--- config.mk ---
export PLATFORM = sky130hd
export DESIGN_NAME = two_button_gesture_decoder
export DESIGN_NICKNAME = d
export VERILOG_FILES = /design/src/rtl/tbgd_pkg.sv /design/src/rtl/tbgd_csr.sv /design/src/rtl/tbgd_step.sv /design/src/rtl/two_button_gesture_decoder.sv
export SDC_FILE = /design/constraint.sdc
export NUM_CORES = 1
export LEC_CHECK = 0
export ABC_AREA = 1
export BUFFER_PORTS_ARGS = -buffer_cell sky130_fd_sc_hd__buf_2
export CAP_MARGIN = 20
export CELL_PAD_IN_SITES_DETAIL_PLACEMENT = 2
export CELL_PAD_IN_SITES_GLOBAL_PLACEMENT = 2
export CORE_ASPECT_RATIO = 1.4
export CORE_MARGIN = 1
export CORE_UTILIZATION = 35
export CTS_CLUSTER_SIZE = 24
export DETAILED_ROUTE_END_ITERATION = 7
export PLACE_DENSITY = 0.82
export SLEW_MARGIN = 25
export SYNTH_ARGS = -nofsm -noshare
export SYNTH_HDL_FRONTEND = slang
export SYNTH_SLANG_ARGS = --single-unit
--- constraint.sdc ---
create_clock -name clock -period 11.2 [get_ports clock]
set_input_delay 2.24 -clock clock [delete_from_list [all_inputs] [get_ports clock]]
set_output_delay 2.24 -clock clock [all_outputs]
set_load 0.02 [all_outputs]
--- src/rtl/tbgd_pkg.sv ---
// Shared types and constants for the two-button gesture decoder.
package tbgd_pkg;

   // Configuration register indexes.
   localparam logic [2:0] CSR_DEBOUNCE_LIMIT   = 3'd0;
   localparam logic [2:0] CSR_DOUBLE_WINDOW    = 3'd1;
   localparam logic [2:0] CSR_CHORD_WINDOW     = 3'd2;
   localparam logic [2:0] CSR_CLEAR_HOLD_TICKS = 3'd3;
   localparam logic [2:0] CSR_REPEAT_TICKS     = 3'd4;

   // Configuration reset values.
   localparam logic [6:0]  RST_DEBOUNCE_LIMIT   = 7'd101;
   localparam logic [15:0] RST_DOUBLE_WINDOW    = 16'd250;
   localparam logic [15:0] RST_CHORD_WINDOW     = 16'd100;
   localparam logic [15:0] RST_CLEAR_HOLD_TICKS = 16'd2000;
   localparam logic [15:0] RST_REPEAT_TICKS     = 16'd1000;

   // Button press phases (two's complement of the signed phase values).
   localparam logic [2:0] PH_CHORD   = 3'b101;
   localparam logic [2:0] PH_IDLE    = 3'b110;
   localparam logic [2:0] PH_RELEASE = 3'b111;
   localparam logic [2:0] PH_CONFIRM = 3'b000;
   localparam logic [2:0] PH_PRESS   = 3'b001;

   // Gesture event codes.
   localparam logic [2:0] EV_NONE       = 3'd0;
   localparam logic [2:0] EV_CHORD      = 3'd1;
   localparam logic [2:0] EV_CLEAR      = 3'd2;
   localparam logic [2:0] EV_DOUBLE     = 3'd3;
   localparam logic [2:0] EV_SINGLE     = 3'd4;
   localparam logic [2:0] EV_SW1_PRESS  = 3'd5;
   localparam logic [2:0] EV_SW1_REPEAT = 3'd6;

   // LED masks (active low, one bit per LED).
   localparam logic [3:0] LED_ALL_OFF  = 4'hF;
   localparam logic [3:0] LED_CHORD    = 4'hB;
   localparam logic [3:0] LED_DOUBLE   = 4'h5;
   localparam logic [3:0] LED_SINGLE   = 4'h1;
   localparam logic [3:0] LED_SW1      = 4'h2;

   typedef struct packed {
      logic [6:0]  debounce_limit;
      logic [15:0] double_window;
      logic [15:0] chord_window;
      logic [15:0] clear_hold_ticks;
      logic [15:0] repeat_ticks;
   } tbgd_cfg_type;

   typedef struct packed {
      logic sw0_level;
      logic sw1_level;
      logic tick;
   } tbgd_req_type;

   typedef struct packed {
      logic [3:0] leds;
      logic [2:0] event_res;
   } tbgd_rsp_type;

   // Narrow gesture state; the time fields travel separately.
   typedef struct packed {
      logic [6:0]  debounce0;
      logic [6:0]  debounce1;
      logic [2:0]  phase0;
      logic [2:0]  phase1;
      logic [15:0] press_count;
      logic [3:0]  led_state;
   } tbgd_ctl_type;

endpackage

--- src/rtl/tbgd_csr.sv ---
// Configuration registers of the gesture decoder.
module tbgd_csr
   import tbgd_pkg::*;
(
   input  logic         clock,
   input  logic         reset,
   input  logic         csr_valid,
   output logic         csr_ready,
   input  logic [2:0]   csr_index,
   input  logic [15:0]  csr_wdata,
   output tbgd_cfg_type cfg
);

   tbgd_cfg_type cfg_ff;
   tbgd_cfg_type cfg_in;

   // Writes are always taken; unknown indexes are dropped.
   assign csr_ready = 1'b1;

   always_comb begin
      cfg_in = cfg_ff;
      if (csr_valid && csr_ready) begin
         unique case (csr_index)
            CSR_DEBOUNCE_LIMIT:   cfg_in.debounce_limit   = csr_wdata[6:0];
            CSR_DOUBLE_WINDOW:    cfg_in.double_window    = csr_wdata;
            CSR_CHORD_WINDOW:     cfg_in.chord_window     = csr_wdata;
            CSR_CLEAR_HOLD_TICKS: cfg_in.clear_hold_ticks = csr_wdata;
            CSR_REPEAT_TICKS:     cfg_in.repeat_ticks     = csr_wdata;
            default:              cfg_in = cfg_ff;
         endcase
      end
   end

   always_ff @(posedge clock) begin
      if (reset) begin
         cfg_ff.debounce_limit   <= RST_DEBOUNCE_LIMIT;
         cfg_ff.double_window    <= RST_DOUBLE_WINDOW;
         cfg_ff.chord_window     <= RST_CHORD_WINDOW;
         cfg_ff.clear_hold_ticks <= RST_CLEAR_HOLD_TICKS;
         cfg_ff.repeat_ticks     <= RST_REPEAT_TICKS;
      end else begin
         cfg_ff <= cfg_in;
      end
   end

   assign cfg = cfg_ff;

endmodule

--- src/rtl/tbgd_step.sv ---
// Gesture rules for one poll: next state and result from current state.
module tbgd_step
   import tbgd_pkg::*;
#(
   parameter int TIME_BITS = 16
)(
   input  tbgd_cfg_type         cfg,
   input  tbgd_req_type         req,
   input  tbgd_ctl_type         ctl_cur,
   input  logic [TIME_BITS-1:0] tick_count_cur,
   input  logic [TIME_BITS-1:0] capture0_cur,
   input  logic [TIME_BITS-1:0] capture1_cur,
   output tbgd_ctl_type         ctl_nxt,
   output logic [TIME_BITS-1:0] tick_count_nxt,
   output logic [TIME_BITS-1:0] capture0_nxt,
   output logic [TIME_BITS-1:0] capture1_nxt,
   output tbgd_rsp_type         rsp
);

   localparam int CmpW = (TIME_BITS > 16) ? TIME_BITS : 16;

   localparam logic [TIME_BITS-1:0] TimeOne = {{(TIME_BITS-1){1'b0}}, 1'b1};

   // Wrapped time difference, widened for comparison with a 16-bit window.
   function automatic logic [CmpW-1:0] since_f(input logic [TIME_BITS-1:0] a,
                                               input logic [TIME_BITS-1:0] b);
      logic [TIME_BITS-1:0] d;
      d = a - b;
      return CmpW'(d);
   endfunction

   logic                 press0;
   logic                 press1;
   logic [TIME_BITS-1:0] now;
   logic [CmpW-1:0]      dwin;
   logic [CmpW-1:0]      cwin;
   logic [CmpW-1:0]      hold;
   logic [CmpW-1:0]      rpt;
   logic                 chord_hit;
   logic                 clear_hit;
   logic                 sw0_hit;
   logic                 sw1_hit;
   logic [2:0]           ev;

   assign press0 = ~req.sw0_level;
   assign press1 = ~req.sw1_level;
   assign now    = tick_count_cur + TIME_BITS'(req.tick);
   assign dwin   = CmpW'(cfg.double_window);
   assign cwin   = CmpW'(cfg.chord_window);
   assign hold   = CmpW'(cfg.clear_hold_ticks);
   assign rpt    = CmpW'(cfg.repeat_ticks);

   // Chord looks only at the state before this poll; clear also counts this poll's tick.
   assign chord_hit = (ctl_cur.phase0 == PH_CONFIRM) && (ctl_cur.phase1 == PH_CONFIRM) &&
                      ((since_f(capture0_cur, capture1_cur) <= cwin) ||
                       (since_f(capture1_cur, capture0_cur) <= cwin));
   assign clear_hit = (ctl_cur.phase0 == PH_CONFIRM) &&
                      (since_f(now, capture0_cur) >= hold);

   // Rules in fixed priority; button steps keep their side effects when they do not fire.
   always_comb begin
      ctl_nxt        = ctl_cur;
      tick_count_nxt = now;
      capture0_nxt   = capture0_cur;
      capture1_nxt   = capture1_cur;
      ev             = EV_NONE;
      sw0_hit        = 1'b0;
      sw1_hit        = 1'b0;
      if (chord_hit) begin
         ctl_nxt.phase0    = PH_CHORD;
         ctl_nxt.phase1    = PH_CHORD;
         ctl_nxt.led_state = ctl_cur.led_state ^ LED_CHORD;
         ev                = EV_CHORD;
      end else if (clear_hit) begin
         ctl_nxt.led_state = LED_ALL_OFF;
         tick_count_nxt    = TimeOne;
         capture0_nxt      = TimeOne;
         ev                = EV_CLEAR;
      end else begin
         // Button 0 debounce and press confirmation.
         if (press0 && (ctl_cur.debounce0 < cfg.debounce_limit)) begin
            capture0_nxt      = now;
            ctl_nxt.debounce0 = ctl_cur.debounce0 + 7'd1;
            ctl_nxt.phase0    = PH_PRESS;
         end else if (!press0 && (ctl_cur.debounce0 != 7'd0)) begin
            ctl_nxt.debounce0 = ctl_cur.debounce0 - 7'd1;
            ctl_nxt.phase0    = PH_RELEASE;
         end else if (!press0 && (since_f(now, capture0_cur) > dwin) &&
                      (ctl_cur.press_count == 16'd1)) begin
            ctl_nxt.press_count = 16'd0;
         end else if ((ctl_cur.debounce0 == cfg.debounce_limit) &&
                      (ctl_cur.phase0 == PH_PRESS)) begin
            ctl_nxt.phase0 = PH_CONFIRM;
            if (since_f(now, capture0_cur) > dwin) begin
               capture0_nxt        = now;
               ctl_nxt.press_count = 16'd0;
            end else begin
               ctl_nxt.press_count = ctl_cur.press_count + 16'd1;
            end
            sw0_hit = 1'b1;
         end

         if (sw0_hit) begin
            // Double press versus single press.
            if ((ctl_nxt.press_count >= 16'd2) && (since_f(now, capture0_nxt) < dwin)) begin
               ctl_nxt.press_count = 16'd0;
               ctl_nxt.led_state   = ctl_cur.led_state ^ LED_DOUBLE;
               ev                  = EV_DOUBLE;
            end else begin
               ctl_nxt.led_state = ctl_cur.led_state ^ LED_SINGLE;
               ev                = EV_SINGLE;
            end
         end else begin
            // Button 1 debounce, then its confirmation check on the new values.
            if (press1 && (ctl_cur.debounce1 < cfg.debounce_limit)) begin
               ctl_nxt.debounce1 = ctl_cur.debounce1 + 7'd1;
               ctl_nxt.phase1    = PH_PRESS;
            end else if (!press1 && (ctl_cur.debounce1 != 7'd0)) begin
               ctl_nxt.debounce1 = ctl_cur.debounce1 - 7'd1;
               ctl_nxt.phase1    = PH_RELEASE;
            end
            if ((ctl_nxt.debounce1 == cfg.debounce_limit) && (ctl_nxt.phase1 == PH_PRESS)) begin
               ctl_nxt.phase1 = PH_CONFIRM;
               capture1_nxt   = now;
               sw1_hit        = 1'b1;
            end

            if (sw1_hit) begin
               ctl_nxt.led_state = ctl_cur.led_state ^ LED_SW1;
               ev                = EV_SW1_PRESS;
            end else if ((since_f(now, capture1_cur) >= rpt) &&
                         (ctl_nxt.phase1 == PH_CONFIRM)) begin
               ctl_nxt.led_state = ctl_cur.led_state ^ LED_SW1;
               tick_count_nxt    = TimeOne;
               capture1_nxt      = TimeOne;
               ev                = EV_SW1_REPEAT;
            end
         end
      end
   end

   assign rsp.leds      = ctl_nxt.led_state;
   assign rsp.event_res = ev;

endmodule

--- src/rtl/two_button_gesture_decoder.sv ---
// Two-button gesture decoder: input register, gesture rules and result register.
// A poll is held in the input register, passes the gesture rules and lands in the result register.
// Throughput: one poll per cycle unless rsp_stall holds a full result register; the rules sit between the registers.
// A result held by rsp_stall stalls the input only when the input register is also full.
// Reset (synchronous, active high) restores the configuration defaults, clears the
// counters and captures, sets both buttons idle and turns all LEDs off.
module two_button_gesture_decoder
   import tbgd_pkg::*;
#(
   parameter int TIME_BITS = 16
)(
   input  logic         clock,
   input  logic         reset,
   input  logic         req_valid,
   output logic         req_stall,
   input  tbgd_req_type req_data,
   output logic         rsp_valid,
   input  logic         rsp_stall,
   output tbgd_rsp_type rsp_data,
   input  logic         csr_valid,
   output logic         csr_ready,
   input  logic [2:0]   csr_index,
   input  logic [15:0]  csr_wdata
);

   tbgd_cfg_type         cfg;

   logic                 req_valid_ff;
   logic                 req_valid_in;
   tbgd_req_type         req_ff;
   logic                 rsp_valid_ff;
   logic                 rsp_valid_in;
   tbgd_rsp_type         rsp_ff;
   tbgd_rsp_type         rsp_in;

   tbgd_ctl_type         ctl_ff;
   tbgd_ctl_type         ctl_in;
   logic [TIME_BITS-1:0] tick_count_ff;
   logic [TIME_BITS-1:0] tick_count_in;
   logic [TIME_BITS-1:0] capture0_ff;
   logic [TIME_BITS-1:0] capture0_in;
   logic [TIME_BITS-1:0] capture1_ff;
   logic [TIME_BITS-1:0] capture1_in;

   logic                 advance;
   logic                 req_take;

   tbgd_csr u_csr (
      .clock     (clock),
      .reset     (reset),
      .csr_valid (csr_valid),
      .csr_ready (csr_ready),
      .csr_index (csr_index),
      .csr_wdata (csr_wdata),
      .cfg       (cfg)
   );

   tbgd_step #(
      .TIME_BITS (TIME_BITS)
   ) u_step (
      .cfg            (cfg),
      .req            (req_ff),
      .ctl_cur        (ctl_ff),
      .tick_count_cur (tick_count_ff),
      .capture0_cur   (capture0_ff),
      .capture1_cur   (capture1_ff),
      .ctl_nxt        (ctl_in),
      .tick_count_nxt (tick_count_in),
      .capture0_nxt   (capture0_in),
      .capture1_nxt   (capture1_in),
      .rsp            (rsp_in)
   );

   // The held poll moves into the result register when that register is free or drains.
   assign advance      = req_valid_ff && (!rsp_valid_ff || !rsp_stall);
   assign req_stall    = req_valid_ff && rsp_valid_ff && rsp_stall;
   assign req_take     = req_valid && !req_stall;
   assign req_valid_in = req_take || (req_valid_ff && !advance);
   assign rsp_valid_in = advance || (rsp_valid_ff && rsp_stall);

   // Handshake control.
   always_ff @(posedge clock) begin
      if (reset) begin
         req_valid_ff <= 1'b0;
         rsp_valid_ff <= 1'b0;
      end else begin
         req_valid_ff <= req_valid_in;
         rsp_valid_ff <= rsp_valid_in;
      end
   end

   // Input and result payload registers.
   always_ff @(posedge clock) begin
      if (req_take) begin
         req_ff <= req_data;
      end
      if (advance) begin
         rsp_ff <= rsp_in;
      end
   end

   // Gesture state advances once for each transaction that reaches the result register.
   always_ff @(posedge clock) begin
      if (reset) begin
         ctl_ff.debounce0   <= 7'd0;
         ctl_ff.debounce1   <= 7'd0;
         ctl_ff.phase0      <= PH_IDLE;
         ctl_ff.phase1      <= PH_IDLE;
         ctl_ff.press_count <= 16'd0;
         ctl_ff.led_state   <= LED_ALL_OFF;
         tick_count_ff      <= '0;
         capture0_ff        <= '0;
         capture1_ff        <= '0;
      end else if (advance) begin
         ctl_ff        <= ctl_in;
         tick_count_ff <= tick_count_in;
         capture0_ff   <= capture0_in;
         capture1_ff   <= capture1_in;
      end
   end

   assign rsp_valid = rsp_valid_ff;
   assign rsp_data  = rsp_ff;

endmodule
# ---- Yosys cells after proc, flatten, opt, wreduce, memory -nomap -nowiden
# Index checks and enable logic that the tools add are counted.
dict set report word_totals {
  register_bits 171
  out_inout_bits 10
  elab_cells 179
}
dict set report classes {
  n_addsub 11
  order_cmp 9
  eq_ne 12
  n_mux 69
  bitwise_logic 9
  n_reduce_logical 47
}
# op n
set op_table {}
lappend op_table {{$mux W16} 25}
lappend op_table {{$sub A16 B16 Y16} 5}
lappend op_table {{$mux W3} 20}
lappend op_table {{$mux W7} 7}
lappend op_table {{$ge A16 B16 Y1} 2}
lappend op_table {{$le A16 B16 Y1} 2}
lappend op_table {{$mux W22} 1}
lappend op_table {{$logic_and A1 B1 Y1} 19}
lappend op_table {{$add A16 B1 Y16} 1}
lappend op_table {{$add A16 B1 Y16 const B} 1}
lappend op_table {{$eq A16 B1 Y1 const B} 1}
lappend op_table {{$ge A16 B2 Y1 const B} 1}
lappend op_table {{$gt A16 B16 Y1} 1}
lappend op_table {{$lt A16 B16 Y1} 1}
lappend op_table {{$add A7 B1 Y7 const B} 2}
lappend op_table {{$eq A7 B7 Y1} 2}
lappend op_table {{$lt A7 B7 Y1} 2}
lappend op_table {{$reduce_bool A7 Y1} 2}
lappend op_table {{$sub A7 B1 Y7 const B} 2}
lappend op_table {{$logic_not A3 Y1} 4}
lappend op_table {{$reduce_and A2 Y1} 6}
lappend op_table {{$reduce_and A4 Y1} 3}
lappend op_table {{$mux W1} 10}
lappend op_table {{$eq A3 B1 Y1 const B} 3}
lappend op_table {{16 further kinds} 34}

# ---- Logic depth before layout (Yosys ltp)
# Gate-level depths: netlist of run 1.
dict set report logic_depth {
  depth_word 26
  ltp_mapped 54
  depth_no_buf 53
}

# ---- Hierarchy
# From an unflattened synthesis of run 1, not the netlist that was laid out.
dict set report hier_totals {
  hier_cells 2569
  hier_area_um2 16500.8
}
# mod instances cells_each area_per_inst_um2 seq_area_each_um2
set by_module_without_submodules {}
lappend by_module_without_submodules {tbgd_step 1 1593 9481.6 0.0}
lappend by_module_without_submodules {two_button_gesture_decoder 1 582 4235.3 2102.0}
lappend by_module_without_submodules {tbgd_csr 1 394 2783.9 1421.4}

# ---- Worst setup path after synthesis of run 1
# Ideal clock, no wire load.
dict set report synth_path {
  path_kind {reg-to-reg}
  startpoint {register req_ff[0] (netlist bit)}
  endpoint {register rsp_ff (netlist bit rsp_data[5]) (data pin)}
  arrival_time_ps 7201
  slack_ps 3731
  path_stages_with_launch 51
  n_path_buf 1
  cell_sequence {edfxtp_1 ha_1 nand4_1 nor2_1 nand2_1 nor2_2 inv_1 nand2_1 inv_1 ha_1 nand4_1 o21ai_0 a21oi_1 o21ai_0 nand2_1 o2bb2ai_1 o21ai_0 xor2_1 [15 not listed] fa_1 nand3b_1 and2_1 nor3_1 a2111oi_0 o21ai_0 nand3_1 nand2_1 nand3_1 nand2_1 xor2_1 ha_1 nand4_1 o221ai_1 a21oi_1 nand3_1 nand2_1 nand3_1}
}
# item line_no
set synth_rtl {}
lappend synth_rtl {{start: declaration} two_button_gesture_decoder.sv:30} ;# tbgd_req_type req_ff;
lappend synth_rtl {{start signal: assignment} two_button_gesture_decoder.sv:95} ;# req_ff <= req_data;
lappend synth_rtl {{end signal: assignment} two_button_gesture_decoder.sv:98} ;# rsp_ff <= rsp_in;
lappend synth_rtl {{end: declaration} two_button_gesture_decoder.sv:33} ;# tbgd_rsp_type rsp_ff;

# ---- Worst setup path in the final report of run 1
dict set report layout_path {
  startpoint {register tick_count_ff[0]}
  endpoint {register ctl_ff[4] (netlist bit)}
}
dict set report layout_via {
  elab_chain_cells 15
  elab_cells_between_ends 34
  classes_between {3 x add/sub; 4 x order compare; 21 x mux; 1 x bitwise; 5 x reduce/logical}
}
# item line_no
set layout_lines {}
lappend layout_lines {{start: declaration} two_button_gesture_decoder.sv:38} ;# logic [TIME_BITS-1:0] tick_count_ff;
lappend layout_lines {{start signal: assignment} two_button_gesture_decoder.sv:116} ;# tick_count_ff <= tick_count_in;
lappend layout_lines {{$add A16 B1 Y16 (*)} tbgd_step.sv:47} ;# assign now = tick_count_cur + TIME_BITS'(req.tick);
lappend layout_lines {{$sub A16 B16 Y16} tbgd_step.sv:28} ;# d = a - b;
lappend layout_lines {{$gt A16 B16 Y1} {tbgd_step.sv:88, tbgd_step.sv:94}}
lappend layout_lines {{$mux W16 / $logic_and A1 B1 Y1 (equally long branches)} {tbgd_step.sv:94, tbgd_step.sv:88}}
lappend layout_lines {{$mux W16 / $logic_and A1 B1 Y1 (equally long branches)} {tbgd_step.sv:91, tbgd_step.sv:88}}
lappend layout_lines {{$mux W16} tbgd_step.sv:88} ;# end else if (!press0 && (since_f(now, capture0_cur) > dwin) &&
lappend layout_lines {{$mux W16} tbgd_step.sv:85} ;# end else if (!press0 && (ctl_cur.debounce0 != 7'd0)) begin
lappend layout_lines {{$mux W16} tbgd_step.sv:81} ;# if (press0 && (ctl_cur.debounce0 < cfg.debounce_limit)) begin
lappend layout_lines {{$mux W16} tbgd_step.sv:74} ;# end else if (clear_hit) begin
lappend layout_lines {{$mux W16} tbgd_step.sv:69} ;# if (chord_hit) begin
lappend layout_lines {{$sub A16 B16 Y16} tbgd_step.sv:28}
lappend layout_lines {{$lt A16 B16 Y1} tbgd_step.sv:105} ;# if ((ctl_nxt.press_count >= 16'd2) && (since_f(now, capture0_nxt) < dwin)) begin
lappend layout_lines {{$logic_and A1 B1 Y1} tbgd_step.sv:105}
lappend layout_lines {{$mux W16} tbgd_step.sv:105}
lappend layout_lines {{$mux W16} tbgd_step.sv:103} ;# if (sw0_hit) begin
lappend layout_lines {{end signal: assignment} two_button_gesture_decoder.sv:115} ;# ctl_ff <= ctl_in;
lappend layout_lines {{end: declaration} two_button_gesture_decoder.sv:36} ;# tbgd_ctl_type ctl_ff;
# Every way passes the cells marked *; elsewhere a longest branch is shown, timed or not. The select of a mux whose other input is x is not followed.
# A chain may end at the register's enable or synchronous reset.

==> impl_results.md, run 1 <==
* Status: finished clean
* Simple logic cell fraction of the synthesized area at a little over a fifth
* Compound-cell area share of the yosys netlist at 19.1%
* Hold crit path type: reg2reg
* CTS H-tree lvls at 4
* DRT antenna net count at 0
* Clk sinks at 171
* Diode count at 0
* Max Cap Viol at 0
* Crit path largest cell delay at about 560 ps
* RSZ-0062 raised after global routing: no
* Post-synth cell types at 60
* Vias at 14,600
* Die area at 0.0423 mm²
* Static leakage at 0.00779 µW
* Height of the die at 243 µm
* Number of port buffers at 35
* Yosys top cell by area: dfxtp_1
* Ys flop type: dfxtp_1
* Clock transition at the registers of the reported paths at 80 ps
* # DRC at 0
* Worst R2R Path Depth at 47
* Drt pass-1 iters at 4
* Post-synthesis mux area share at 0%
* First-pass GRT wire length at 89,100 µm
* PwrDens at 119 mW/mm²
* Register area at 0.00352 mm²
* Antenna violations before repair at 1
* Worst reg2reg endpoint: ctl_ff[4]$_SDFFE_PP0P_
* Cell mode on critical path: nand2_1
* Slew HR at 34.2%
* Worst path arrival time at 10,240 ps
* Top sig layer: met5
* Mapped Area at 0.0145 mm²
* Number of synthesized flops with an enable pin at 10
* Tot GR Track Use at 27.1%
* Fill cells at roughly 4,900
* Worst clock skew at ~12 ps
* Post-synthesis async set-or-reset flop share at 0%
* Post-Synth XOR/XNOR Area at 6.04%
* Crit path time final at about 9900 ps
* Hold buffers post-CTS at 0
* CORE AREA at 0.0406 mm²
* Die Wd at 174 µm
* Endpoint, Worst Hold: u_csr.cfg[19]$_SDFFE_PP0P_
* Final Hold Fails at 0
* Worst Tran Pin Value at 987 ps
* Data required time of the critical path at 11,550 ps
* Cells after Synth at roughly 2,100
* Reg2Reg Launch Point: tick_count_ff[0]$_SDFFE_PP0P_
* Mean Syn Cell Area at 6.82 µm²
* Critical path fanouts, max at 21
* Cells after DPL at 2,644
* Post-CTS Setup Bufs at 0
* Largest family of logic cells by synthesized area: simple AND/OR/NAND/NOR gates
* Seq pwr share at 35.6%
* Critical path type: reg2reg
* Nets at 2,357
* Routed vias/inst at about 5.4
* Period utilization at 88.4%
* Drt total wl at between 50,000 and 60,000 µm
* Sw Ratio at 37.0%
* WL met2 at 31,300 µm
* Internal Power at 1180 µW
* Routed length on met3 at 1050 µm
* Register area share after synthesis at between 20% and 30%
* Initial detailed-routing violation count at between 400 and 500
* Ratio of cells with drive above 1 in the final layout at 5.65%
* Pin count of the biggest net entering global routing at 99
* Synthesized-area fraction occupied by adder cells at 17.7%
* Total CTS buffers at 17
* VDD IR max at 0.0840 mV
* Clock Latency Late Sink at roughly 470 ps
* DP HPWL at roughly 46,000 µm
* Routability cong. at 0.921
* Sw Pwr at 690 µW
* Logic pwr share at between 30 and 40%
* Crit-path slowest cell: a2111oi_0
* Clock network power share at ~34%
* Starting Density at 35.7%
* Number of endpoints failing setup at the final stage at 0
* Area growth from synthesis to layout at 8.51%
* Clk root buf: clkbuf_16
* Max-slew violations at 0
* R2r setup slk at 1300 ps
* Via count of the first global-routing pass at 16,300
* Total gr overflow at 0
* Routed length per instance at 21.0 µm
* CP Launch Type: flip-flop
* Area contributors post-synth: dfxtp_1 22%, ha_1 17%, nand2_1 11%
* Top-Level Pins at 37
* Synth top area share at 22.2%
* Seq cells post-synth at around 170
* Core Rows at 87
* Hold Crit Start: u_csr.cfg[19]$_SDFFE_PP0P_
* Yosys warns at 0
* Max Freq at about 100 MHz
* Clock Tree Buf Depth at 2
* Post-Route Setup TNS at 0 ps
* Syn Nets at 2,356
* Post_cts resized at 0
* Hold Path Depth at 2
* CP Capture Type: flip-flop
* CTS tree: yes
* Multi-input logic area at between 0.009 and 0.01 mm²
* Met1 Wirelength at 20,700 µm
* Final std cells w/o fill at 2,676
[area by class of cell]
class                   count  area share [%]
multi-input cells        1549            59.7
flip-flops and latches    171            22.4
inverters                 343            8.20
well taps                 534            4.25
clock buffers              18            2.79
repair buffers             47            1.69
clock inverters            14            1.01
[cell usage after synthesis (3+ instances only)]
master / instances
nor4_1: 7
nand3b_1: 7
a21oi_1: 260
or2_2: 4
inv_1: 332
nand3_1: 101
nor3_1: 24
xor2_1: 75
o31ai_1: 6
o21ai_0: 166
a211oi_1: 4
inv_2: 9
o211ai_1: 27
nor2_2: 4
nand2_1: 423
o221ai_1: 5
clkbuf_1: 42
edfxtp_1: 10
a31oi_1: 8
nand2_2: 7
nand4_1: 19
xnor2_1: 25
a221oi_1: 3
o2111ai_1: 4
buf_1: 3
buf_2: 10
dfxtp_1: 161
ha_1: 195
buf_6: 4
fa_1: 6
buf_4: 4
o21a_1: 5
a21o_1: 6
nor2_1: 130
[critical path: cells and delay by family, from the launching register on]
kind                     cells  cell delay (ps)
AND/OR/NAND/NOR             24             3670
adder cells (fa/ha/maj)      5             1520
buffers and inverters        4              640
XOR/XNOR                     2              360
flip-flops                   1              360
AO/OA/AOI/OAI               12             3230
[cell families after synthesis]
family                     after synthesis
AOI/OAI and AO/OA                      507
xor gates and xnor gates               100
adders and majority gates              201
buffers and inverters                  408
DFF                                    171
other                                    1
and+or+nand+nor                        740
[placed cells by master, fill, tap and decap left out, types with 3 or more instances in the layout]
cell type	synthesis	final
o211ai_1	27	27
o31ai_1	6	6
nor2_4	2	3
nor3_1	24	24
buf_4	4	12
o21a_1	5	5
inv_2	9	9
nand2_1	423	423
nor2_2	4	3
o21ai_0	166	166
buf_2	10	35
nand2_2	7	7
clkbuf_16	0	17
a211oi_1	4	4
fa_1	6	6
nand3_1	101	101
dfxtp_1	161	161
nor4_1	7	7
inv_1	332	331
ha_1	195	195
xnor2_1	25	25
edfxtp_1	10	10
a31oi_1	8	8
nand4_1	19	19
a221oi_1	3	3
inv_6	0	4
nand3b_1	7	7
o2111ai_1	4	4
a21oi_1	260	260
clkinv_2	1	4
xor2_1	75	75
a21o_1	6	6
nor2_1	130	130
o221ai_1	5	5
or2_2	4	4
[sequential cells by signal, indices dropped and copies added, names as in the netlist]
register / cells
capture0_ff: 16
capture1_ff: 16
ctl_ff: 40
req_ff: 3
req_valid_ff: 1
rsp_data: 7
rsp_valid: 1
tick_count_ff: 16
u_csr.cfg: 71
[worst max path at each step]
stage / from / endpoint / slack (ps) / cells past startpoint
6_report: tick_count_ff[0]$_SDFFE_PP0P_ / ctl_ff[4]$_SDFFE_PP0P_ / 1300 / 47
4_1_cts: tick_count_ff[0]$_SDFFE_PP0P_ / ctl_ff[4]$_SDFFE_PP0P_ / 1250 / 47
2_1_floorplan: req_ff[0]$_DFFE_PP_ / rsp_data[5]$_DFFE_PP_ / 3730 / 50
3_5_place_dp: tick_count_ff[0]$_SDFFE_PP0P_ / ctl_ff[4]$_SDFFE_PP0P_ / 1370 / 47
5_1_grt: tick_count_ff[0]$_SDFFE_PP0P_ / ctl_ff[4]$_SDFFE_PP0P_ / 280 / 47
3_3_place_gp: req_ff[0]$_DFFE_PP_ / ctl_ff[4]$_SDFFE_PP0P_ / 2040 / 47
[power groups by stage]
stage	sequential [µW]	combinational, µW	clock [µW]
2_1_floorplan	668	396	0
3_3_place_gp	676	530	0
3_5_place_dp	678	567	0
4_1_cts	664	574	644
5_1_grt	667	644	663
6_report	664	570	632
[metal layers]
metal  global-route usage [%]  vias to the layer above
met5                        0                        -
met4                     16.0                        2
met2                     54.3                      204
li1                         -                     7003
met1                     26.1                     7214
met3                     2.88                      135
[through the flow]
| step | cell area (µm²) | hold WS, ps | total power, µW | worst slack [ps] | utilization (%) |
|---|---|---|---|---|---|
| after detailed placement | 15100 | 460 | 1250 | 1370 | 37.3 |
| final | 15700 | 468 | 1870 | 1300 | 38.8 |
| after global placement | 15100 | 442 | 1210 | 2040 | 37.3 |
| after floorplan | 14500 | 435 | 1060 | 3730 | - |
| after CTS | 15700 | 470 | 1880 | 1250 | 38.8 |
| after global routing | 15700 | 496 | 1970 | 276 | 38.8 |
Power figures use the tool's default switching activity.
==> run 2, diff against run 1 <==
--- a/config.mk
+++ b/config.mk
@@ -12,10 +12,10 @@
 export CELL_PAD_IN_SITES_GLOBAL_PLACEMENT = 2
 export CORE_ASPECT_RATIO = 1.4
 export CORE_MARGIN = 1
-export CORE_UTILIZATION = 35
+export CORE_UTILIZATION = 25
 export CTS_CLUSTER_SIZE = 24
 export DETAILED_ROUTE_END_ITERATION = 7
-export PLACE_DENSITY = 0.82
+export PLACE_DENSITY = 0.63
 export SLEW_MARGIN = 25
 export SYNTH_ARGS = -nofsm -noshare
 export SYNTH_HDL_FRONTEND = slang
==> run 2 against run 1 <==
Effect of this change: the flow now finishes with violations (DRC); via count decreased by 2.2%; die area grew 40%; combinational power barely moved; sequential power about the same; power fell by 1.2%; flip-flop and latch count is the same; global-route usage is 6.4 points lower; worst hold slack better by 4.7 ps; final cell count grew 8.0%; register-to-register slack improved by 610 ps; critical path type unchanged; largest power group unchanged.
==> impl_results.md, run 2 (same netlist as run 1, synthesis figures left out) <==
* Status: complete, but fails checks (was finished clean)
* Failing checks: DRC
* Total CTS buffers at 17 (unchanged)
* Final Hold Fails at 0 (unchanged)
* Initial detailed-routing violation count at 365 (was 455)
* Tot GR Track Use at 20.7% (was 27.1%)
* Die Wd at 206 µm (was 174 µm)
* Critical path type: reg2reg (unchanged)
* CTS H-tree lvls at 4 (unchanged)
* Cells after DPL at 2,857 (was 2,644)
* # DRC at 1 (was 0)
* Post-Route Setup TNS at 0 ps (unchanged)
* Sw Pwr at 678 µW (was 690 µW)
* Die area at 0.0590 mm² (was 0.0423 mm²)
* Diode count at 0 (unchanged)
* Number of endpoints failing setup at the final stage at 0 (unchanged)
* Hold Path Depth at 2 (unchanged)
* Routed length per instance at 20.5 µm (was 21.0 µm)
* RSZ-0062 raised after global routing: no (unchanged)
* Crit path time final at 9290 ps (was 9900 ps)
* Critical Path Start: req_ff[0]$_DFFE_PP_ (was tick_count_ff[0]$_SDFFE_PP0P_)
* Internal Power at 1160 µW (was 1180 µW)
* Total gr overflow at 0 (unchanged)
* CP Launch Type: flip-flop (unchanged)
* Data required time of the critical path at 11,540 ps (was 11,550 ps)
* Crit path largest cell delay at 560 ps (about the same)
* Max Cap Viol at 0 (unchanged)
* Commonest non-fill, non-tap cell in the layout: nand2_1 (unchanged)
* Clock transition at the registers of the reported paths at 70 ps (was 80 ps)
* Reg2Reg Launch Point: req_ff[0]$_DFFE_PP_ (was tick_count_ff[0]$_SDFFE_PP0P_)
* Hold Crit Start: tick_count_ff[6]$_SDFFE_PP0P_ (was u_csr.cfg[19]$_SDFFE_PP0P_)
* Worst path top cell family by delay: simple AND/OR/NAND/NOR gates (unchanged)
* Max reg flops at 71 (unchanged)
* Worst Tran Pin Value at 930 ps (was 987 ps)
* Clk sinks at 171 (unchanged)
* Max-slew violations at 0 (unchanged)
* Slew HR at 37.8% (was 34.2%)
* Worst path arrival time at 9630 ps (was 10,240 ps)
* Crit-path slowest cell: a2111oi_0 (unchanged)
* Fill cells at 6,837 (was 4,881)
* Hold buffers post-CTS at 0 (unchanged)
* Worst path bufs/invs at 5 (was 4)
* Cell mode on critical path: nand2_1 (unchanged)
* DP HPWL at 49,200 µm (was 45,600 µm)
* Via count of the first global-routing pass at 15,700 (was 16,300)
* Routability cong. at 0.840 (was 0.921)
* Pin count of the biggest net entering global routing at 74 (was 99)
* Final std cells w/o fill at 2,889 (was 2,676)
* Ratio of cells with drive above 1 in the final layout at 5.82% (was 5.65%)
* Clock Latency Late Sink at 470 ps (about the same)
* DRT antenna net count at 0 (unchanged)
* Vias at 14,200 (was 14,600)
* Commonest cells after routing, fill and taps aside: 423 x nand2_1, 331 x inv_1, 260 x a21oi_1 (unchanged)
* Routed vias/inst at 4.93 (was 5.44)
* Area post-placement at 0.0154 mm² (was 0.0151 mm²)
* Nets at 2,362 (was 2,357)
* Critical path fanouts, max at 21 (unchanged)
* First-pass GRT wire length at 91,700 µm (was 89,100 µm)
* Hold_ws at 473 ps (was 468 ps)
* Core Rows at 104 (was 87)
* CORE AREA at 0.0574 mm² (was 0.0406 mm²)
* CP Depth at 48 (was 47)
* Seq pwr share at 36.0% (was 35.6%)
* Sw Ratio at 36.8% (was 37.0%)
* CTS tree: yes (unchanged)
* Clk root buf: clkbuf_16 (unchanged)
* PwrDens at 115 mW/mm² (was 119 mW/mm²)
* Worst R2R Path Depth at 48 (was 47)
* Hold crit path type: reg2reg (unchanged)
* Antenna violations before repair at 1 (unchanged)
* Post-CTS Setup Bufs at 0 (unchanged)
* VDD IR max at 0.114 mV (was 0.0840 mV)
* Clock Tree Buf Depth at 2 (unchanged)
* Worst clock skew at 12.8 ps (was 12.4 ps)
* CP Capture Type: flip-flop (unchanged)
* Top-Level Pins at 37 (unchanged)
* Post_cts resized at 0 (unchanged)
* Static leakage at 0.00781 µW (was 0.00779 µW)
* Overall Power at 1840 µW (was 1870 µW)
* Period utilization at 82.9% (was 88.4%)
* Drt pass-1 iters at 6 (was 4)
* Area growth from synthesis to layout at 10.4% (was 8.51%)
* Number of port buffers at 35 (unchanged)
* Max Freq at 108 MHz (was 101 MHz)
* Final instance area at 0.0160 mm² (was 0.0157 mm²)
* Height of the die at 287 µm (was 243 µm)
* Clock network power share at 33.1% (was 33.9%)
* Starting Density at 25.3% (was 35.7%)
* Logic pwr share at 30.9% (was 30.5%)
* Drt total wl at 59,300 µm (was 56,300 µm)
run 2: changes by cell type in the layout (fill, tap and decap cells not counted), sizes merged:
cell / previous run / this run
clkbuf: 18 / 22
clkinv: 7 / 9
buf: 47 / 52
bufinv: 2 / 1
inv: 347 / 342
run 2: worst paths after layout:
check | end | slack [ps]
worst max-delay path | ctl_ff[4]$_SDFFE_PP0P_ | 1910
worst min-delay path | tick_count_ff[6]$_SDFFE_PP0P_ | 470
worst min register to register | tick_count_ff[6]$_SDFFE_PP0P_ | 470
worst max register to register | ctl_ff[4]$_SDFFE_PP0P_ | 1910
run 2: worst reg2reg max path: cells and delay by family, from the launching register on:
| kind | cells | cell delay, ps |
|---|---|---|
| buffers and inverters | 5 | 840 |
| and+or+nand+nor | 27 | 3760 |
| DFF | 1 | 370 |
| xor gates and xnor gates | 3 | 650 |
| adders and majority gates | 5 | 1580 |
| AOI/OAI and AO/OA | 8 | 1980 |
run 2: per-layer routing:
metal | vias to the layer above | GRT usage, % | share of wire (%)
met5 | - | 0 | 0
met4 | 0 | 8.04 | 3.4
met3 | 67 | 2.11 | 1.4
met2 | 111 | 42.7 | 58
met1 | 7049 | 20.4 | 37
li1 | 7004 | - | -
run 2: final cells by class:
cell class              instances  area [µm²]  area share (%)
multi-input cells            1549        9390            58.7
flip-flops and latches        171        3520            22.0
inverters                     343        1290            8.05
well taps                     742         928            5.80
clock buffers                  22         484            3.02
repair buffers                 52         303            1.89
clock inverters                10        90.1           0.563
run 2: power groups by stage:
stage,logic (µW),clock network (µW),registers (µW)
4_1_cts,582,630,664
3_5_place_dp,577,0,678
6_report,569,611,663
2_1_floorplan,396,0,668
5_1_grt,647,648,667
3_3_place_gp,549,0,677
run 2: metrics by stage:
| step | util, % | setup WS [ps] |
|---|---|---|
| floorplan | - | 3730 |
| finish | 27.9 | 1910 |
| detailed placement | 26.9 | 1850 |
| CTS | 27.9 | 1780 |
| global placement | 26.9 | 2310 |
| global route | 27.9 | 827 |
==> run 3, diff against run 2 <==
--- a/config.mk
+++ b/config.mk
@@ -5,7 +5,7 @@
 export SDC_FILE = /design/constraint.sdc
 export NUM_CORES = 1
 export LEC_CHECK = 0
-export ABC_AREA = 1
+export ABC_AREA = 0
 export BUFFER_PORTS_ARGS = -buffer_cell sky130_fd_sc_hd__buf_2
 export CAP_MARGIN = 20
 export CELL_PAD_IN_SITES_DETAIL_PLACEMENT = 2
@@ -15,7 +15,7 @@
 export CORE_UTILIZATION = 25
 export CTS_CLUSTER_SIZE = 24
 export DETAILED_ROUTE_END_ITERATION = 7
-export PLACE_DENSITY = 0.63
+export PLACE_DENSITY = 0.6
 export SLEW_MARGIN = 25
 export SYNTH_ARGS = -nofsm -noshare
 export SYNTH_HDL_FRONTEND = slang
==> constraint.sdc (replaced) <==
create_clock -name clock -period 8.9 [get_ports clock]
set_input_delay 1.78 -clock clock [delete_from_list [all_inputs] [get_ports clock]]
set_output_delay 1.78 -clock clock [all_outputs]
set_load 0.02 [all_outputs]
==> run 3 against run 2 <==
Effect of this change: the run now ends clean; clock power increased by 36%; first-iteration DRC count increased by 23%; sequential share of layout area decreased by 0.37 points; largest power group is now the clock network; non-clock buffer count up 56; largest cell class unchanged; count of clock-buffer cells in the layout fell by 3; core utilization increased by 1.9 points; worst setup slack worse by 1600 ps; worst hold slack lost 13 ps; combinational power shrank 7.0%; power grew 18%; die area decreased by 4.1%; critical endpoint unchanged.
==> impl_results.md, run 3 <==
* Final Hold Fails at 0 (unchanged)
* Critical Path Start: req_ff[0]$_DFFE_PP_ (unchanged)
* Static leakage at 0.00677 µW (was 0.00781 µW)
* Status: finished clean (was complete, but fails checks)
* Area contributors post-synth: dfxtp_1 23%, ha_1 18%, nand2_1 6.0% (was dfxtp_1 22%, ha_1 17%, nand2_1 11%)
* Via count of the first global-routing pass at 14,600 (was 15,700)
* CP Capture Type: flip-flop (unchanged)
* Synth top area share at 23.2% (was 22.2%)
* Number of synthesized flops with an enable pin at 10 (unchanged)
* First-pass GRT wire length at 88,500 µm (was 91,700 µm)
* Internal Power at 1460 µW (was 1160 µW)
* Synth top cells by count: 221 x nand2_1, 195 x ha_1, 161 x dfxtp_1 (was 423 x nand2_1, 332 x inv_1, 260 x a21oi_1)
* Drt total wl at 58,700 µm (was 59,300 µm)
* CP Launch Type: flip-flop (unchanged)
* Worst R2R Path Depth at 40 (was 48)
* Initial detailed-routing violation count at 448 (was 365)
* Die area at 0.0566 mm² (was 0.0590 mm²)
* Hold crit path type: reg2reg (unchanged)
* Data required time of the critical path at 9290 ps (was 11,540 ps)
* Max reg flops at 71 (unchanged)
* Register area at 0.00352 mm² (about the same)
* Core Rows at 101 (was 104)
* Clock network power share at 38.0% (was 33.1%)
* Worst Tran Pin Value at 1050 ps (was 930 ps)
* Register area share after synthesis at 25.3% (was 24.3%)
* Antenna violations before repair at 0 (was 1)
* Crit path largest cell delay at 450 ps (was 560 ps)
* Setup WS post-layout at 318 ps (was 1910 ps)
* Post-synth cell types at 77 (was 60)
* Seq pwr share at 37.7% (was 36.0%)
* Clock Tree Buf Depth at 2 (unchanged)
* Routability cong. at 0.838 (was 0.840)
* Crit-path slowest cell: edfxtp_1 (was a2111oi_0)
* Top-Level Pins at 37 (unchanged)
* CTS H-tree lvls at 4 (unchanged)
* Critical path type: reg2reg (unchanged)
* Multi-input logic area at 0.00995 mm² (was 0.00939 mm²)
* VDD IR max at 0.0868 mV (was 0.114 mV)
* Max Cap Viol at 0 (unchanged)
* Sw Ratio at 33.1% (was 36.8%)
* CORE AREA at 0.0546 mm² (was 0.0574 mm²)
* Cells after Synth at 1,751 (was 2,128)
* Routed length per instance at 23.1 µm (was 20.5 µm)
* Critical path fanouts, max at 5 (was 21)
* Seq cells post-synth at 171 (unchanged)
* Yosys top cell by area: dfxtp_1 (unchanged)
* Drt pass-1 iters at 5 (was 6)
* Area growth from synthesis to layout at 17.1% (was 10.4%)
* Max-slew violations at 0 (unchanged)
* Die Wd at 201 µm (was 206 µm)
* Starting Density at 25.5% (was 25.3%)
* Clk sinks at 171 (unchanged)
* Clk root buf: clkbuf_16 (unchanged)
* Pin count of the biggest net entering global routing at 71 (was 74)
* DP HPWL at 46,800 µm (was 49,200 µm)
* Worst reg2reg endpoint: ctl_ff[4]$_SDFFE_PP0P_ (unchanged)
* Count leader, synth: nand2_1 (unchanged)
* R2r setup slk at 320 ps (was 1910 ps)
* Ys flop type: dfxtp_1 (unchanged)
* Commonest non-fill, non-tap cell in the layout: nand2_1 (unchanged)
* Height of the die at 281 µm (was 287 µm)
* Slew HR at 29.5% (was 37.8%)
* Worst clock skew at 13.2 ps (was 12.8 ps)
* Ratio of cells with drive above 1 in the final layout at 12.1% (was 5.82%)
* Clock transition at the registers of the reported paths at 80 ps (was 70 ps)
* Mapped Area at 0.0139 mm² (was 0.0145 mm²)
* Vias at 13,300 (was 14,200)
* Number of port buffers at 35 (unchanged)
* Routed vias/inst at 5.23 (was 4.93)
* Worst setup endpoint: ctl_ff[4]$_SDFFE_PP0P_ (unchanged)
* CTS tree: yes (unchanged)
* Yosys warns at 0 (unchanged)
* Overall Power at 2180 µW (was 1840 µW)
* Commonest cells after routing, fill and taps aside: 219 x nand2_1, 187 x ha_1, 160 x dfxtp_1 (was 423 x nand2_1, 331 x inv_1, 260 x a21oi_1)
* Post-layout util at 29.8% (was 27.9%)
* Post-synthesis async set-or-reset flop share at 0% (unchanged)
* Max Freq at 117 MHz (was 108 MHz)
* Tot GR Track Use at 20.8% (was 20.7%)
* Crit path time final at 8580 ps (was 9290 ps)
* Clock Latency Late Sink at 480 ps (was 470 ps)
* Mean Syn Cell Area at 7.94 µm² (was 6.82 µm²)
* Diode count at 0 (unchanged)
* Logic pwr share at 24.3% (was 30.9%)
* Total gr overflow at 0 (unchanged)
* Hold_ws at 459 ps (was 473 ps)
* Total CTS buffers at 17 (unchanged)
* Sw Pwr at 721 µW (was 678 µW)
* PwrDens at 134 mW/mm² (was 115 mW/mm²)
* # DRC at 0 (was 1)
* Syn Nets at 1,979 (was 2,356)
* Number of endpoints failing setup at the final stage at 0 (unchanged)
* Worst path arrival time at 8970 ps (was 9630 ps)
* Nets at 2,037 (was 2,362)
* Fill cells at 6,325 (was 6,837)
* Reg2Reg Launch Point: req_ff[0]$_DFFE_PP_ (unchanged)
* DRT antenna net count at 0 (unchanged)
* DP Worst Slack at -473 ps (was 1850 ps)
* Period utilization at 96.4% (was 82.9%)
run 3: changes by cell type after synthesis, moves of 17 or more:
cell	change
nand2b_1	+17
and3_1	+17
nor2_1	-38
xor2_1	-39
nand2_1	-202
nand3_1	-69
a21oi_1	-117
nor3_1	+17
nor2b_1	+27
a21o_1	+44
xnor2_1	+39
o21ai_0	-78
inv_1	-183
run 3: logic make-up after synthesis:
logic type / synth area share (%)
xor gates and xnor gates: 6.30
adders and majority gates: 18.4
other: 0.0270
AOI/OAI and AO/OA: 24.0
muxes: 1.16
buffers and inverters: 6.04
and+or+nand+nor: 18.7
DFF: 25.3
run 3: how the worst min path moves through the flow:
stage | slack (ps) | endpoint | cells past startpoint | from
finish | 460 | u_csr.cfg[47]$_SDFFE_PP0P_ | 2 | u_csr.cfg[47]$_SDFFE_PP0P_
global route | 480 | u_csr.cfg[13]$_SDFFE_PP0P_ | 2 | u_csr.cfg[13]$_SDFFE_PP0P_
CTS | 460 | u_csr.cfg[19]$_SDFFE_PP0P_ | 2 | u_csr.cfg[19]$_SDFFE_PP0P_
detailed placement | 450 | u_csr.cfg[14]$_SDFFE_PP0P_ | 2 | u_csr.cfg[14]$_SDFFE_PP0P_
global placement | 440 | u_csr.cfg[14]$_SDFFE_PP0P_ | 2 | u_csr.cfg[14]$_SDFFE_PP0P_
floorplan | 440 | u_csr.cfg[10]$_SDFFE_PP0P_ | 2 | u_csr.cfg[10]$_SDFFE_PP0P_
run 3: timing repair:
action | in CTS | in global routing
cloned | 0 | 1
pin swaps | 3 | 32
setup endpoints to repair | 21 | 21
buffers inserted | 3 | 9
hold buffers | 0 | 0
gates resized for setup | 19 | 73
endpoints found under the hold margin | 0 | 0
run 3: power groups by stage:
stage | clock network [µW] | logic, µW | registers, µW
finish | 828 | 529 | 821
global route | 881 | 586 | 826
CTS | 852 | 506 | 822
detailed placement | 0 | 496 | 840
global placement | 0 | 478 | 838
floorplan | 0 | 324 | 828
run 3: critical path: cells and delay by family (launching register included):
family	cells	cell delay (ps)
AND/OR/NAND/NOR	8	1540
flip-flops	1	450
AO/OA/AOI/OAI	18	3750
buffers and inverters	5	730
XOR/XNOR	3	400
multiplexers	1	220
adder cells (fa/ha/maj)	5	1410
run 3: cell type report:
class                      instances  area share (%)
inverter                         149            3.43
tap                              721            5.54
sequential                       171            21.6
multi-input combinational       1362            61.1
clock inverter                    13           0.952
clock buffer                      19            2.85
timing repair buffer             108            4.52
run 3: stage by stage:
step                      setup TNS, ps  instances  cell area, µm²
after floorplan                       0       1751           13900
after global placement            -23.9       2498           15200
after detailed placement          -7960       2498           15200
after CTS                             0       2533           15900
after global routing               -344       2543           16300
final                                 0       2543           16300
run 3: per-layer routing:
layer / share of wire (%) / global-route usage [%] / vias up
li1: - / - / 6351
met1: 38 / 21.1 / 6684
met2: 55 / 41.3 / 152
met3: 1.7 / 2.18 / 103
met4: 5.1 / 10.5 / 0
met5: 0 / 0 / -
